## config.mk

```make
export PLATFORM = sky130hd
export DESIGN_NAME = midi_byte_stream_parser
export DESIGN_NICKNAME = d
export VERILOG_FILES = /design/src/rtl/mbsp_pkg.sv /design/src/rtl/mbsp_front.sv /design/src/rtl/mbsp_queue.sv /design/src/rtl/mbsp_back.sv /design/src/rtl/midi_byte_stream_parser.sv
export SDC_FILE = /design/constraint.sdc
export NUM_CORES = 1
export LEC_CHECK = 0
export BUFFER_PORTS_ARGS = -buffer_cell sky130_fd_sc_hd__buf_2
export CORE_UTILIZATION = 45
export DETAILED_ROUTE_END_ITERATION = 10
export PLACE_DENSITY = 0.7
export SLEW_MARGIN = 20
export SYNTH_ARGS = -nofsm -noshare
export SYNTH_HDL_FRONTEND = slang
export SYNTH_HIERARCHICAL = 1
export SYNTH_SLANG_ARGS = --single-unit
```

## constraint.sdc

```tcl
create_clock -name clk -period 14.8 [get_ports clk]
set_input_delay 2.96 -clock clk [delete_from_list [all_inputs] [get_ports clk]]
set_output_delay 2.96 -clock clk [all_outputs]
set_load 0.02 [all_outputs]
```

## src/rtl/mbsp_pkg.sv

```systemverilog
// ----------------------------------------------------------------------------
// mbsp_pkg
// Shared types, codes and decode tables for the MIDI byte stream parser.
// ----------------------------------------------------------------------------
package mbsp_pkg;

    // chunk length field; covers a sysex store of up to 127 bytes
    localparam int LEN_W = 7;

    localparam logic [7:0] BYTE_RT_MIN = 8'hf8;
    localparam logic [7:0] BYTE_EOX    = 8'hf7;
    localparam logic [3:0] NIB_SYSTEM  = 4'hf;
    localparam logic [16:0] BEND_CENTER = 17'd8192;

    // running message codes
    localparam logic [3:0] MSG_NOTE_OFF   = 4'd0;
    localparam logic [3:0] MSG_KEY_PRESS  = 4'd2;
    localparam logic [3:0] MSG_CTRL       = 4'd3;
    localparam logic [3:0] MSG_PROGRAM    = 4'd4;
    localparam logic [3:0] MSG_CHAN_PRESS = 4'd5;
    localparam logic [3:0] MSG_BEND       = 4'd6;
    localparam logic [3:0] MSG_NONE       = 4'd7;
    localparam logic [3:0] MSG_SYSEX      = 4'd8;
    localparam logic [3:0] MSG_QFRAME     = 4'd9;
    localparam logic [3:0] MSG_SONG_POS   = 4'd10;
    localparam logic [3:0] MSG_SONG_SEL   = 4'd11;

    // result kinds
    localparam logic [4:0] KIND_NONE       = 5'd0;
    localparam logic [4:0] KIND_SYSEX      = 5'd8;
    localparam logic [4:0] KIND_QFRAME     = 5'd9;
    localparam logic [4:0] KIND_SONG_POS   = 5'd10;
    localparam logic [4:0] KIND_SONG_SEL   = 5'd11;
    localparam logic [4:0] KIND_TUNE_REQ   = 5'd12;
    localparam logic [4:0] KIND_CLOCK      = 5'd13;
    localparam logic [4:0] KIND_START      = 5'd14;
    localparam logic [4:0] KIND_CONTINUE   = 5'd15;
    localparam logic [4:0] KIND_STOP       = 5'd16;
    localparam logic [4:0] KIND_ACT_SENSE  = 5'd17;
    localparam logic [4:0] KIND_SYS_RESET  = 5'd18;

    typedef struct packed {
        logic             is_chunk;
        logic [4:0]       kind;
        logic [3:0]       channel;
        logic [7:0]       param;
        logic [16:0]      value;
        logic [LEN_W-1:0] length;
    } cmd_t;

    typedef enum logic [1:0] {
        BK_IDLE,
        BK_READ,
        BK_EMIT
    } back_state_t;

    // kind of system status 0xf0..0xff, by low nibble
    function automatic logic [4:0] sys_kind(input logic [3:0] nib);
        logic [4:0] k;
        begin
            unique case (nib)
                4'h0:    k = KIND_SYSEX;
                4'h1:    k = KIND_QFRAME;
                4'h2:    k = KIND_SONG_POS;
                4'h3:    k = KIND_SONG_SEL;
                4'h6:    k = KIND_TUNE_REQ;
                4'h8:    k = KIND_CLOCK;
                4'ha:    k = KIND_START;
                4'hb:    k = KIND_CONTINUE;
                4'hc:    k = KIND_STOP;
                4'he:    k = KIND_ACT_SENSE;
                4'hf:    k = KIND_SYS_RESET;
                default: k = KIND_NONE;
            endcase
            return k;
        end
    endfunction

    // data bytes a running message needs
    function automatic logic [1:0] need_bytes(input logic [3:0] msg);
        logic [1:0] n;
        begin
            unique case (msg) inside
                [MSG_NOTE_OFF:MSG_CTRL], MSG_BEND, MSG_SONG_POS:
                    n = 2'd2;
                MSG_PROGRAM, MSG_CHAN_PRESS, MSG_SYSEX, MSG_QFRAME, MSG_SONG_SEL:
                    n = 2'd1;
                default:
                    n = 2'd0;
            endcase
            return n;
        end
    endfunction

    function automatic cmd_t make_msg(input logic [3:0] msg, input logic [7:0] b0,
                                      input logic [7:0] b1, input logic [7:0] b2);
        cmd_t       c;
        logic [16:0] wide;
        begin
            c = '0;
            wide = {2'b00, b2, 7'b0} + {9'b0, b1};
            if (msg < MSG_NONE)
                c.kind = {1'b0, msg} + 5'd1;
            else if (msg == MSG_NONE)
                c.kind = KIND_NONE;
            else
                c.kind = sys_kind({1'b0, msg[2:0]});
            unique case (msg) inside
                [MSG_NOTE_OFF:MSG_CTRL]:
                begin
                    c.channel = b0[3:0];
                    c.param   = b1;
                    c.value   = {9'b0, b2};
                end
                MSG_PROGRAM, MSG_CHAN_PRESS:
                begin
                    c.channel = b0[3:0];
                    c.value   = {9'b0, b1};
                end
                MSG_BEND:
                begin
                    c.channel = b0[3:0];
                    c.value   = wide - BEND_CENTER;
                end
                MSG_QFRAME, MSG_SONG_SEL:
                begin
                    c.value = {9'b0, b1};
                end
                MSG_SONG_POS:
                begin
                    c.value = wide;
                end
                default:
                begin
                    c.value = '0;
                end
            endcase
            return c;
        end
    endfunction

endpackage

```

## src/rtl/mbsp_front.sv

```systemverilog
// ----------------------------------------------------------------------------
// mbsp_front
// Byte classifier: running status tracking, sysex store writes, commands.
// ----------------------------------------------------------------------------
module mbsp_front #(
    parameter int SYSEX_BUF = 32
) (
    input  logic                            clk,
    input  logic                            rst_n,
    input  logic                            in_valid,
    output logic                            in_stall,
    input  logic [7:0]                      midi_byte,
    input  logic                            cfg_we,
    input  logic [5:0]                      cfg_data,
    input  logic                            q_full,
    output logic                            q_push,
    output mbsp_pkg::cmd_t                  q_cmd,
    input  logic                            chunk_done,
    output logic                            st_we,
    output logic [$clog2(SYSEX_BUF)-1:0]    st_addr,
    output logic [7:0]                      st_data
);

    localparam int CNT_W  = $clog2(SYSEX_BUF + 1);
    localparam int ADDR_W = $clog2(SYSEX_BUF);

    logic [5:0]       chunk_size_reg, chunk_size_next;
    logic [3:0]       msg_kind_reg, msg_kind_next;
    logic [1:0]       pend_reg, pend_next;
    logic [CNT_W-1:0] fill_reg, fill_next;
    logic [7:0]       b0_reg, b0_next, b1_reg, b1_next, b2_reg, b2_next;
    logic             chunk_out_reg, chunk_out_next;

    logic             accept;
    logic             wr_en;
    logic [CNT_W-1:0] wr_idx;
    logic [1:0]       pend_v;
    logic             no_res;
    logic [7:0]       limit8, fill8, size8;
    logic [4:0]       rt_kind;
    mbsp_pkg::cmd_t   cmd;

    assign in_stall = q_full | chunk_out_reg;
    assign accept   = in_valid & ~in_stall;
    assign st_data  = midi_byte;
    assign st_we    = wr_en;
    assign st_addr  = wr_idx[ADDR_W-1:0];
    assign q_cmd    = cmd;

    assign size8  = {2'b00, chunk_size_reg};
    assign limit8 = (size8 == 8'd0) ? 8'd1 :
                    (size8 > 8'(SYSEX_BUF)) ? 8'(SYSEX_BUF) : size8;

    always_comb
    begin
        chunk_size_next = cfg_we ? cfg_data : chunk_size_reg;
        msg_kind_next   = msg_kind_reg;
        pend_next       = pend_reg;
        fill_next       = fill_reg;
        b0_next         = b0_reg;
        b1_next         = b1_reg;
        b2_next         = b2_reg;
        chunk_out_next  = chunk_out_reg & ~chunk_done;
        wr_en           = 1'b0;
        wr_idx          = '0;
        pend_v          = 2'd0;
        no_res          = 1'b0;
        rt_kind         = mbsp_pkg::KIND_NONE;
        fill8           = 8'd0;
        q_push          = 1'b0;
        cmd             = '0;
        if (accept)
        begin
            if (midi_byte >= mbsp_pkg::BYTE_RT_MIN)
            begin
                rt_kind  = mbsp_pkg::sys_kind(midi_byte[3:0]);
                cmd.kind = rt_kind;
                q_push   = (rt_kind != mbsp_pkg::KIND_NONE);
            end
            else
            begin
                if (pend_reg != 2'd0)
                begin
                    wr_en  = (fill_reg < CNT_W'(SYSEX_BUF));
                    wr_idx = fill_reg;
                    if (wr_en)
                        fill_next = fill_reg + CNT_W'(1);
                    pend_v = (msg_kind_reg == mbsp_pkg::MSG_SYSEX) ? pend_reg
                                                                   : pend_reg - 2'd1;
                end
                else if (midi_byte[7])
                begin
                    wr_en     = 1'b1;
                    wr_idx    = '0;
                    fill_next = CNT_W'(1);
                    msg_kind_next = (midi_byte[7:4] == mbsp_pkg::NIB_SYSTEM)
                                    ? {1'b1, midi_byte[2:0]} : {1'b0, midi_byte[6:4]};
                    pend_v = mbsp_pkg::need_bytes(msg_kind_next);
                end
                else
                begin
                    wr_en     = 1'b1;
                    wr_idx    = CNT_W'(1);
                    fill_next = CNT_W'(2);
                    if (mbsp_pkg::need_bytes(msg_kind_reg) == 2'd0)
                        no_res = 1'b1;
                    else
                        pend_v = mbsp_pkg::need_bytes(msg_kind_reg) - 2'd1;
                end
                pend_next = no_res ? 2'd0 : pend_v;

                if (wr_en && wr_idx == CNT_W'(0))
                    b0_next = midi_byte;
                if (wr_en && wr_idx == CNT_W'(1))
                    b1_next = midi_byte;
                if (wr_en && wr_idx == CNT_W'(2))
                    b2_next = midi_byte;

                fill8 = 8'(fill_next);
                if (!no_res && pend_v == 2'd0)
                begin
                    cmd    = mbsp_pkg::make_msg(msg_kind_next, b0_next, b1_next, b2_next);
                    q_push = (cmd.kind != mbsp_pkg::KIND_NONE);
                end
                else if (!no_res && msg_kind_next == mbsp_pkg::MSG_SYSEX)
                begin
                    if (midi_byte == mbsp_pkg::BYTE_EOX || fill8 >= limit8)
                    begin
                        q_push         = 1'b1;
                        cmd.is_chunk   = 1'b1;
                        cmd.kind       = mbsp_pkg::KIND_SYSEX;
                        cmd.length     = mbsp_pkg::LEN_W'(fill_next);
                        fill_next      = '0;
                        chunk_out_next = 1'b1;
                        if (midi_byte == mbsp_pkg::BYTE_EOX)
                        begin
                            msg_kind_next = mbsp_pkg::MSG_NOTE_OFF;
                            pend_next     = 2'd0;
                        end
                    end
                end
            end
        end
    end

    always_ff @(posedge clk or negedge rst_n)
    begin
        if (!rst_n)
        begin
            chunk_size_reg <= 6'd32;
            msg_kind_reg   <= mbsp_pkg::MSG_NOTE_OFF;
            pend_reg       <= 2'd0;
            fill_reg       <= '0;
            b0_reg         <= 8'd0;
            b1_reg         <= 8'd0;
            b2_reg         <= 8'd0;
            chunk_out_reg  <= 1'b0;
        end
        else
        begin
            chunk_size_reg <= chunk_size_next;
            msg_kind_reg   <= msg_kind_next;
            pend_reg       <= pend_next;
            fill_reg       <= fill_next;
            b0_reg         <= b0_next;
            b1_reg         <= b1_next;
            b2_reg         <= b2_next;
            chunk_out_reg  <= chunk_out_next;
        end
    end

endmodule

```

## src/rtl/mbsp_queue.sv

```systemverilog
// ----------------------------------------------------------------------------
// mbsp_queue
// Two-entry command queue between classifier and emitter.
// ----------------------------------------------------------------------------
module mbsp_queue (
    input  logic           clk,
    input  logic           rst_n,
    input  logic           push,
    input  mbsp_pkg::cmd_t push_cmd,
    output logic           full,
    input  logic           pop,
    output logic           valid,
    output mbsp_pkg::cmd_t head
);

    mbsp_pkg::cmd_t entry_reg [2];
    logic           wr_ptr_reg, wr_ptr_next;
    logic           rd_ptr_reg, rd_ptr_next;
    logic [1:0]     count_reg, count_next;

    assign full  = (count_reg == 2'd2);
    assign valid = (count_reg != 2'd0);
    assign head  = entry_reg[rd_ptr_reg];

    always_comb
    begin
        wr_ptr_next = push ? ~wr_ptr_reg : wr_ptr_reg;
        rd_ptr_next = pop ? ~rd_ptr_reg : rd_ptr_reg;
        count_next  = count_reg + {1'b0, push} - {1'b0, pop};
    end

    always_ff @(posedge clk)
    begin
        if (push)
            entry_reg[wr_ptr_reg] <= push_cmd;
    end

    always_ff @(posedge clk or negedge rst_n)
    begin
        if (!rst_n)
        begin
            wr_ptr_reg <= 1'b0;
            rd_ptr_reg <= 1'b0;
            count_reg  <= 2'd0;
        end
        else
        begin
            wr_ptr_reg <= wr_ptr_next;
            rd_ptr_reg <= rd_ptr_next;
            count_reg  <= count_next;
        end
    end

endmodule

```

## src/rtl/mbsp_back.sv

```systemverilog
// ----------------------------------------------------------------------------
// mbsp_back
// Result emitter: sysex store, chunk readout and output register.
// ----------------------------------------------------------------------------
module mbsp_back #(
    parameter int SYSEX_BUF = 32
) (
    input  logic                         clk,
    input  logic                         rst_n,
    input  logic                         q_valid,
    input  mbsp_pkg::cmd_t               q_cmd,
    output logic                         q_pop,
    output logic                         chunk_done,
    input  logic                         st_we,
    input  logic [$clog2(SYSEX_BUF)-1:0] st_addr,
    input  logic [7:0]                   st_data,
    output logic                         out_valid,
    input  logic                         out_stall,
    output logic [4:0]                   event_kind,
    output logic [3:0]                   channel,
    output logic [7:0]                   param,
    output logic signed [16:0]           value,
    output logic [7:0]                   sysex_byte,
    output logic [5:0]                   sysex_length,
    output logic                         last
);

    localparam int ADDR_W = $clog2(SYSEX_BUF);
    localparam int LEN_W  = mbsp_pkg::LEN_W;

    logic [7:0]             store_mem [SYSEX_BUF];
    logic [7:0]             rd_q_reg;

    mbsp_pkg::back_state_t  state_reg, state_next;
    logic [ADDR_W-1:0]      idx_reg, idx_next;
    logic [LEN_W-1:0]       len_reg, len_next;

    logic                   out_valid_reg, out_valid_next;
    logic [4:0]             kind_reg;
    logic [3:0]             chan_reg;
    logic [7:0]             param_reg;
    logic [16:0]            value_reg;
    logic [7:0]             sbyte_reg;
    logic [5:0]             slen_reg;
    logic                   last_reg;

    logic                   out_free;
    logic                   last_byte;
    logic                   load_msg;
    logic                   load_byte;

    assign out_free  = ~out_valid_reg | ~out_stall;
    assign last_byte = (LEN_W'(idx_reg) + LEN_W'(1)) == len_reg;

    always_comb
    begin
        state_next = state_reg;
        unique case (state_reg)
            mbsp_pkg::BK_IDLE:
            begin
                if (q_valid && q_cmd.is_chunk)
                    state_next = mbsp_pkg::BK_READ;
            end
            mbsp_pkg::BK_READ:
            begin
                state_next = mbsp_pkg::BK_EMIT;
            end
            mbsp_pkg::BK_EMIT:
            begin
                if (out_free)
                    state_next = last_byte ? mbsp_pkg::BK_IDLE : mbsp_pkg::BK_READ;
            end
            default:
            begin
                state_next = mbsp_pkg::BK_IDLE;
            end
        endcase
    end

    always_comb
    begin
        q_pop      = 1'b0;
        load_msg   = 1'b0;
        load_byte  = 1'b0;
        chunk_done = 1'b0;
        idx_next   = idx_reg;
        len_next   = len_reg;
        unique case (state_reg)
            mbsp_pkg::BK_IDLE:
            begin
                if (q_valid)
                begin
                    if (q_cmd.is_chunk)
                    begin
                        q_pop    = 1'b1;
                        len_next = q_cmd.length;
                        idx_next = '0;
                    end
                    else if (out_free)
                    begin
                        q_pop    = 1'b1;
                        load_msg = 1'b1;
                    end
                end
            end
            mbsp_pkg::BK_READ:
            begin
                q_pop = 1'b0;
            end
            mbsp_pkg::BK_EMIT:
            begin
                if (out_free)
                begin
                    load_byte = 1'b1;
                    if (last_byte)
                        chunk_done = 1'b1;
                    else
                        idx_next = idx_reg + ADDR_W'(1);
                end
            end
            default:
            begin
                q_pop = 1'b0;
            end
        endcase
    end

    always_comb
    begin
        if (load_msg || load_byte)
            out_valid_next = 1'b1;
        else if (!out_stall)
            out_valid_next = 1'b0;
        else
            out_valid_next = out_valid_reg;
    end

    always_ff @(posedge clk)
    begin
        if (st_we)
            store_mem[st_addr] <= st_data;
        rd_q_reg <= store_mem[idx_reg];
    end

    always_ff @(posedge clk)
    begin
        if (load_msg)
        begin
            kind_reg  <= q_cmd.kind;
            chan_reg  <= q_cmd.channel;
            param_reg <= q_cmd.param;
            value_reg <= q_cmd.value;
            sbyte_reg <= 8'd0;
            slen_reg  <= 6'd0;
            last_reg  <= 1'b1;
        end
        else if (load_byte)
        begin
            kind_reg  <= mbsp_pkg::KIND_SYSEX;
            chan_reg  <= 4'd0;
            param_reg <= 8'd0;
            value_reg <= 17'd0;
            sbyte_reg <= rd_q_reg;
            slen_reg  <= len_reg[5:0];
            last_reg  <= last_byte;
        end
    end

    always_ff @(posedge clk or negedge rst_n)
    begin
        if (!rst_n)
        begin
            state_reg     <= mbsp_pkg::BK_IDLE;
            idx_reg       <= '0;
            len_reg       <= '0;
            out_valid_reg <= 1'b0;
        end
        else
        begin
            state_reg     <= state_next;
            idx_reg       <= idx_next;
            len_reg       <= len_next;
            out_valid_reg <= out_valid_next;
        end
    end

    assign out_valid    = out_valid_reg;
    assign event_kind   = kind_reg;
    assign channel      = chan_reg;
    assign param        = param_reg;
    assign value        = value_reg;
    assign sysex_byte   = sbyte_reg;
    assign sysex_length = slen_reg;
    assign last         = last_reg;

endmodule

```

## src/rtl/midi_byte_stream_parser.sv

```systemverilog
// ----------------------------------------------------------------------------
// midi_byte_stream_parser
// MIDI byte parser with running status, real-time events and sysex chunking.
// ----------------------------------------------------------------------------
// One MIDI byte is taken per cycle while the input is not stalled. A byte that
// completes a channel or system message, or a defined real-time byte, gives one
// result that is written into the queue and then loaded into the output register
// when the output is free; a two-entry queue sits between the byte classifier
// and the emitter, so input keeps flowing while a result waits, and stalls once
// the queue is full. A sysex chunk is read out of the sysex store one byte at a
// time, each byte through a registered store read and then an output load.
// Input is stalled from the transfer that closes the chunk until the last byte
// is loaded.
module midi_byte_stream_parser #(
    parameter int SYSEX_BUF = 32
) (
    input  logic               clk,
    input  logic               rst_n,
    input  logic               in_valid,
    output logic               in_stall,
    input  logic [7:0]         midi_byte,
    input  logic               cfg_we,
    input  logic [5:0]         cfg_data,
    output logic               out_valid,
    input  logic               out_stall,
    output logic [4:0]         event_kind,
    output logic [3:0]         channel,
    output logic [7:0]         param,
    output logic signed [16:0] value,
    output logic [7:0]         sysex_byte,
    output logic [5:0]         sysex_length,
    output logic               last
);

    localparam int ADDR_W = $clog2(SYSEX_BUF);

    logic               q_full;
    logic               q_push;
    logic               q_pop;
    logic               q_valid;
    mbsp_pkg::cmd_t     push_cmd;
    mbsp_pkg::cmd_t     head_cmd;
    logic               chunk_done;
    logic               st_we;
    logic [ADDR_W-1:0]  st_addr;
    logic [7:0]         st_data;

    mbsp_front #(
        .SYSEX_BUF (SYSEX_BUF)
    ) u_front (
        .clk        (clk),
        .rst_n      (rst_n),
        .in_valid   (in_valid),
        .in_stall   (in_stall),
        .midi_byte  (midi_byte),
        .cfg_we     (cfg_we),
        .cfg_data   (cfg_data),
        .q_full     (q_full),
        .q_push     (q_push),
        .q_cmd      (push_cmd),
        .chunk_done (chunk_done),
        .st_we      (st_we),
        .st_addr    (st_addr),
        .st_data    (st_data)
    );

    mbsp_queue u_queue (
        .clk      (clk),
        .rst_n    (rst_n),
        .push     (q_push),
        .push_cmd (push_cmd),
        .full     (q_full),
        .pop      (q_pop),
        .valid    (q_valid),
        .head     (head_cmd)
    );

    mbsp_back #(
        .SYSEX_BUF (SYSEX_BUF)
    ) u_back (
        .clk          (clk),
        .rst_n        (rst_n),
        .q_valid      (q_valid),
        .q_cmd        (head_cmd),
        .q_pop        (q_pop),
        .chunk_done   (chunk_done),
        .st_we        (st_we),
        .st_addr      (st_addr),
        .st_data      (st_data),
        .out_valid    (out_valid),
        .out_stall    (out_stall),
        .event_kind   (event_kind),
        .channel      (channel),
        .param        (param),
        .value        (value),
        .sysex_byte   (sysex_byte),
        .sysex_length (sysex_length),
        .last         (last)
    );

endmodule

```

-- Word-level counts from Yosys, hierarchy flattened
Memories as Yosys holds them, arrays and structs flattened. A register that Yosys moved wholly into a read port is not among the register bits.
Index checks and enable logic that the tools add are counted.
- register bits after elaboration: 107
- bits in latches: 0
- memory bits (writable): 340
- memory bits (read-only): 80
- word-level logic and storage cells: 261
- memories: 3
- $add $sub $neg: 10
- multiply operators: 0
- div/mod/pow operators: 0
- $lt $le $gt $ge: 11
- eq/ne operators: 40
- shifts and indexed selects: 0
- multiplexer cells: 130
- bitwise gates (word level): 11
- reduce and logical (&&, ||, !) cells: 34
- memory list (memory ; words ; bits a word ; rd ports ; clocked after memory_dff ; write ports ; line ; text):
    u_back.store_mem ; 32 ; 8 ; 1 ; 1 ; 1 ; mbsp_back.sv:31 ; logic [7:0] store_mem [SYSEX_BUF];
    u_queue.entry_reg ; 2 ; 42 ; 1 ; 0 ; 1 ; mbsp_queue.sv:16 ; mbsp_pkg::cmd_t entry_reg [2];
    (no name shown) ; 16 ; 5 ; 1 ; 0 ; 0 ; mbsp_pkg.sv:61 ; unique case (nib)
- operators by type and width (kind ; count):
    2-to-1 mux 6 bit ; 15
    2-to-1 mux 5 bit ; 16
    2-to-1 mux 8 bit ; 10
    case mux 17 bit (4 select lines) ; 1
    equality test 4 bit, second input constant ; 13
    2-to-1 mux 4 bit ; 13
    2-to-1 mux 2 bit ; 23
    2-to-1 mux 42 bit ; 1
    equality test 4 x 3 -> 1 bit, second input constant ; 10
    2-to-1 mux 1 bit ; 40
    2-to-1 mux 36 bit ; 1
    2-to-1 mux 17 bit ; 2
    2-to-1 mux 29 bit ; 1
    case mux 4 bit (5 select lines) ; 1
    subtractor 17 x 14 -> 17 bit, second input constant ; 1
    adder 15 x 8 -> 16 bit ; 1
    2-to-1 mux 7 bit ; 2
    greater-or-equal comparator 4 x 1 -> 1 bit, second input constant ; 3
    less-or-equal comparator 4 x 2 -> 1 bit, second input constant ; 3
    != test 2 x 1 -> 1 bit, second input constant ; 5
    case mux 5 bit (2 select lines) ; 1
    nonzero test 5 bit ; 2
    OR reduction 5 bit ; 2
    logical AND 1 bit ; 9
    39 further kinds ; 60

-- Longest topological paths before layout
- word-level depth: 31
- depth in mapped cells: 18
- depth with buffers taken out: 15

-- Cells and area by module
The synthesis kept the hierarchy.
- modules (own cells, without submodules) (module ; times used ; cells each ; area each (µm²) ; seq. area each (µm²)):
    mbsp_back ; 1 ; 649 ; 12628.4 ; 9544.2
    mbsp_front ; 1 ; 436 ; 3664.8 ; 977.2
    mbsp_queue ; 1 ; 146 ; 3432.0 ; 2622.5

-- Worst setup path after synthesis
Ideal clock, no wire load.
- kind: input to register
- from: input port midi_byte[7]
- to: memory u_queue/entry_reg[0][0] (netlist bit), enable pin
- data arrival time: 6.774 ns
- data required time: 14.354 ns
- path slack: 7.579 ns
- cell stages on the path: 13
- buffers on the path: 2
- cell sequence: buf_2 -> buf_2 -> a21boi_0 -> a31oi_1 -> inv_1 -> ha_1 -> ha_1 -> inv_1 -> or3_1 -> o2bb2ai_1 -> or4_1 -> o2bb2ai_1 -> nor2b_1
- word-level cells in the longest chain between the ends: 19
- elaborated cells on any way between the ends: 62
- those cells by class: add/sub: 1; order compare: 5; eq/ne: 15; mux: 31; reduce/logical: 10
- RTL lines (item ; line ; text):
    from (decl) ; midi_byte_stream_parser.sv:21 ; input logic [7:0] midi_byte,
    equality test 4 bit ; mbsp_front.sv:96 ; msg_kind_next = (midi_byte[7:4] == mbsp_pkg::NIB_SYSTEM)
    2-to-1 mux 4 bit ; mbsp_front.sv:97 ; ? {1'b1, midi_byte[2:0]} : {1'b0, midi_byte[6:4]};
    2-to-1 mux 4 bit ; mbsp_front.sv:91 ; else if (midi_byte[7])
    2-to-1 mux 4 bit ; mbsp_front.sv:82 ; if (pend_reg != 2'd0)
    2-to-1 mux 4 bit ; mbsp_front.sv:74 ; if (midi_byte >= mbsp_pkg::BYTE_RT_MIN)
    2-to-1 mux 4 bit ; mbsp_front.sv:72 ; if (accept)
    equality test 3 bit, or another cell as far along ; mbsp_pkg.sv:61 ;
    case mux 4 bit (5 select lines) ; mbsp_pkg.sv:61 ;
    [4 not listed] ; -- ;
    2-to-1 mux 5 bit ; mbsp_front.sv:72 ;
    nonzero test 5 bit ; mbsp_front.sv:123 ; q_push = (cmd.kind != mbsp_pkg::KIND_NONE);
    2-to-1 mux 1 bit ; mbsp_front.sv:120 ; if (!no_res && pend_v == 2'd0)
    2-to-1 mux 1 bit (*) ; mbsp_front.sv:74 ;
    2-to-1 mux 1 bit (*) ; mbsp_front.sv:72 ;
    via q_push ; midi_byte_stream_parser.sv:38 ; logic q_push;
    2-to-1 mux 1 bit (*) ; mbsp_queue.sv:34 ; if (push)
    2-to-1 mux 1 bit (implied by the code) (*) ; mbsp_queue.sv:35 ; entry_reg[wr_ptr_reg] <= push_cmd;
    to (decl) ; mbsp_queue.sv:16 ;
Mark *: on every way through the listed nets, which the timed path passes. The rest lies on a longest branch. The select of a mux whose other input is x is not followed.

-- Final worst setup path
- from: input port midi_byte[7]
- to: memory u_queue/entry_reg[1][39] (netlist bit), enable pin
Same word-level chain as after synthesis.

==> results by group <==
Run status
  – Run status: complete, no violations

Layout
  – Share of post-route cells with drive strength above 1: 0.243
  – Fin area: between 20000 and 25000 µm²
  – Layout area overhead: 11.9%
  – Storage cell area: 13200 µm²
  – Nets@finish: around 1.3k
  – Ant. Diodes: 0
  – Share of the core filled with cells: 0.511
  – Flip-flop count of the largest register after layout: roughly 260
  – Multi-input logic area: approximately 6000 µm²
  – Fillers: 3543
  – Final non-filler cell total: approximately 1.9k

GRT
  – First-pass GRT wire length: about 65 mm
  – Total global-route track usage: 0.192
  – Number of global-route vias before repair: 10.9k
  – Met1 global-route usage: 0.277
  – GRT Residual Overflow: 0
  – Initial antenna violation count: 0
  – Most used routing layer in global routing: met2
  – Global-route met3 utilization: 0.0352
  – Global-route met2 utilization: 0.298
  – Largest net degree at the start of global routing: a little under 70

Logic synthesis
  – Post-synth EDFFs: ~370
  – Multiplexer share of the synthesized area: 0.152
  – Number of synthesized register bits: between 400 and 500
  – Synthesized instance count: 1231
  – Complex-gate fraction of the synthesized area: 0.0436
  – Net count after synthesis: 1273
  – Proportion of register bits with asynchronous set or reset after synthesis: 0.127
  – Cell Area, Synth: 19700 µm²
  – Seq/Total Area, Yosys: 0.666
  – Number of synthesis warnings: 6
  – Mean post-synth cell area: around 16 µm²
  – Leading register cell type out of synthesis: sky130_fd_sc_hd__edfxtp_1
  – Post-synthesis share of cell area spent on and, or, nand and nor gates: 0.0853
  – Adder and majority cell fraction of the synthesized area: 0.0146
  – Largest family of logic cells by synthesized area: multiplexers
  – Netlist cell types: 85
  – Xor and xnor fraction of the mapped netlist area: 0.0114

STA
  – Setup-failing EPs final: 0
  – Number of pins exceeding their max-slew limit in the final report: 0
  – Setup ws final: slightly above 8 ns
  – Ratio of final minimum period to clock period: 0.441
  – Final count of hold timing violations: 0
  – Max Clock Skew: ~0.039 ns
  – Fmax: approximately 150 MHz
  – Worst-case headroom to the max-slew limit: 0.313
  – Fin Setup TNS: 0 ns
  – Minimum hold slack: about 0.45 ns
  – RSZ-0062 raised after global routing: false
  – Least-Margin Pin Slew: approximately 1.0 ns
  – Min Clock Period, post-route: about 6.5 ns

Hold path
  – Worst hold path class: reg2reg

Setup path
  – Class of the most critical setup path: in2reg
  – Largest stage delay on the critical path: about 0.67 ns
  – Required time of the critical path: roughly 15 ns
  – Type of element capturing the critical path: flop
  – Arrival time of data at the critical path endpoint: around 6.8 ns
  – Standard cell with the maximum stage delay on the critical path: sky130_fd_sc_hd__buf_2
  – Crit path max fanout: 50
  – Kind of launch point of the worst setup path: primary input
  – Critical Path, Cell by Cell: buf_2 > a21boi_0 > a31oi_1 > inv_1 > ha_1 > ha_1 > inv_1 > or3_1 > o2bb2ai_1 > or4_1 > o2bb2ai_1 > and2_2 > buf_12

Floorplan
  – Die span in y: between 200 and 250 µm
  – Count of standard-cell rows: 76
  – Placeable Area: ~43000 µm²
  – Die outline width: approximately 210 µm
  – Die footprint: 44700 µm²
  – Boundary Pins: 70
  – Initial cell density of the core: 0.457

Run
  – Max-Cap Viols: 0

Clock network
  – Number of buffers inserted by hold repair at cts: 0
  – Post-CTS setup buffer count: 0
  – Clock-pin slew on the worst setup and hold paths: 0.06 ns
  – Number of H-tree levels: 2
  – CTS tree: built
  – Resized Gates After CTS: 0
  – Total CTS buffers: 46
  – Maximum count of clock buffers along a single path: 3
  – CTS Root Cell: sky130_fd_sc_hd__clkbuf_16
  – Sink Count: 455
  – Source-to-sink clock delay at the later pin of the worst-skew pair: ~0.60 ns

Placement
  – Last weighted congestion value of the routability-driven placer: around 0.86
  – HPWL reported at the end of detailed placement: ~27 mm
  – Cell Count Post-Placement: 1829
  – Pre-CTS setup slack: 7.55 ns
  – Dpl cell area: approximately 20000 µm²
  – Number of port buffers: between 60 and 70

Route
  – Number of detailed-routing iterations run before antenna repair: 5
  – Via count: around 11k
  – Detailed-route vias per instance: 5.59
  – DRC errors left: 0
  – Routed wirelength normalized by instance count: 21.8 µm
  – Final wirelength: about 42 mm
  – Drt initial violations: 1022
  – Post-route ant nets: 0

Power and ir drop
  – Power density over the cells: between 150 and 200 nW/µm²
  – Leakage power figure: about 8 nW
  – Worst VDD drop: between 0.1 and 0.15 mV
  – Overall Power: ~4 mW
[worst paths after layout]
check                                                          from                                  end  slack (ns)  cells after the start
worst max-delay path                                   midi_byte[7]   u_queue/entry_reg[1][39]$_DFFE_PP_        8.28                     13
worst min-delay path            u_back/sysex_length[5]$_SDFFE_PP0P_  u_back/sysex_length[5]$_SDFFE_PP0P_        0.45                      2
worst max register to register      u_front/pend_reg[0]$_DFFE_PN0P_   u_queue/entry_reg[1][39]$_DFFE_PP_       10.23                     13
worst min register to register  u_back/sysex_length[5]$_SDFFE_PP0P_  u_back/sysex_length[5]$_SDFFE_PP0P_        0.45                      2
max in group asynchronous                                     rst_n        u_back/idx_reg[0]$_DFFE_PN0P_       11.61                      2
min in group asynchronous                                     rst_n        u_front/b0_reg[0]$_DFFE_PN0P_        2.57                      2
[cell usage after synthesis (all sizes together) (23+ instances only)]
master / instances / area (µm²)
dfxtp: 23 / 460
inv: 29 / 109
edfxtp: 374 / 11200
nor2: 80 / 308
ha: 23 / 288
buf: 42 / 330
a21oi: 38 / 190
nand2: 96 / 360
clkbuf: 23 / 86.3
mux2: 72 / 957
and2: 43 / 269
dfrtp: 57 / 1430
mux2i: 23 / 230
o21ai: 24 / 120
mux4: 80 / 1810
[final cells by class]
type,count,area share
inverter,30,0.00510
timing repair buffer,79,0.0196
sequential,455,0.596
clock buffer,62,0.0563
tap,585,0.0332
clock inverter,24,0.0142
multi-input combinational,681,0.276
[where the power goes]
group	switching, mW	total [mW]	internal, mW
Clock	0.489	1.17	0.685
Sequential	0.112	1.66	1.55
Combinational	0.671	1.18	0.512
[cell usage in the layout (no fill, tap or decap), types with 8 or more instances in the layout]
master	synthesis	routed
sky130_fd_sc_hd__a21oi_1	38	37
sky130_fd_sc_hd__and2_1	43	42
sky130_fd_sc_hd__and3_1	15	15
sky130_fd_sc_hd__buf_2	17	69
sky130_fd_sc_hd__buf_4	10	9
sky130_fd_sc_hd__clkbuf_1	23	13
sky130_fd_sc_hd__clkbuf_16	0	46
sky130_fd_sc_hd__clkinv_2	0	9
sky130_fd_sc_hd__dfrtp_1	57	53
sky130_fd_sc_hd__dfxtp_1	23	23
sky130_fd_sc_hd__edfxtp_1	374	374
sky130_fd_sc_hd__ha_1	23	23
sky130_fd_sc_hd__inv_1	29	29
sky130_fd_sc_hd__mux2_2	32	32
sky130_fd_sc_hd__mux2_4	39	39
sky130_fd_sc_hd__mux2i_1	23	23
sky130_fd_sc_hd__mux4_2	79	79
sky130_fd_sc_hd__nand2_1	96	96
sky130_fd_sc_hd__nand2b_1	8	8
sky130_fd_sc_hd__nand3_1	18	18
sky130_fd_sc_hd__nand3b_1	9	9
sky130_fd_sc_hd__nor2_1	79	79
sky130_fd_sc_hd__nor2b_1	10	9
sky130_fd_sc_hd__nor3_1	12	12
sky130_fd_sc_hd__o21ai_0	23	23
sky130_fd_sc_hd__o22ai_1	13	13
sky130_fd_sc_hd__xnor2_1	13	13
sky130_fd_sc_hd__xor2_1	10	10
[logic make-up (layout without fill, tap and decap cells)]
kind of cell,Yosys count,after routing
AO/OA/AOI/OAI,128,128
XOR/XNOR,24,24
adder cells (fa/ha/maj),23,23
buffers and inverters,95,195
flip-flops,455,455
multiplexers,175,175
other,1,1
AND/OR/NAND/NOR,330,330
[metal layers]
metal | vias up | part of all wire
li1 | 4836 | -
met2 | 316 | 0.47
met3 | 65 | 0.056
met1 | 5488 | 0.45
met4 | 0 | 0.023
met5 | - | 0
[critical path, delay by kind of cell]
family / cells / cell delay [ns]
fa+ha+maj: 2 / 0.62
buf+inv: 4 / 1.06
compound gates: 4 / 1.00
simple gates: 3 / 1.13
Power figures use the tool's default switching activity.
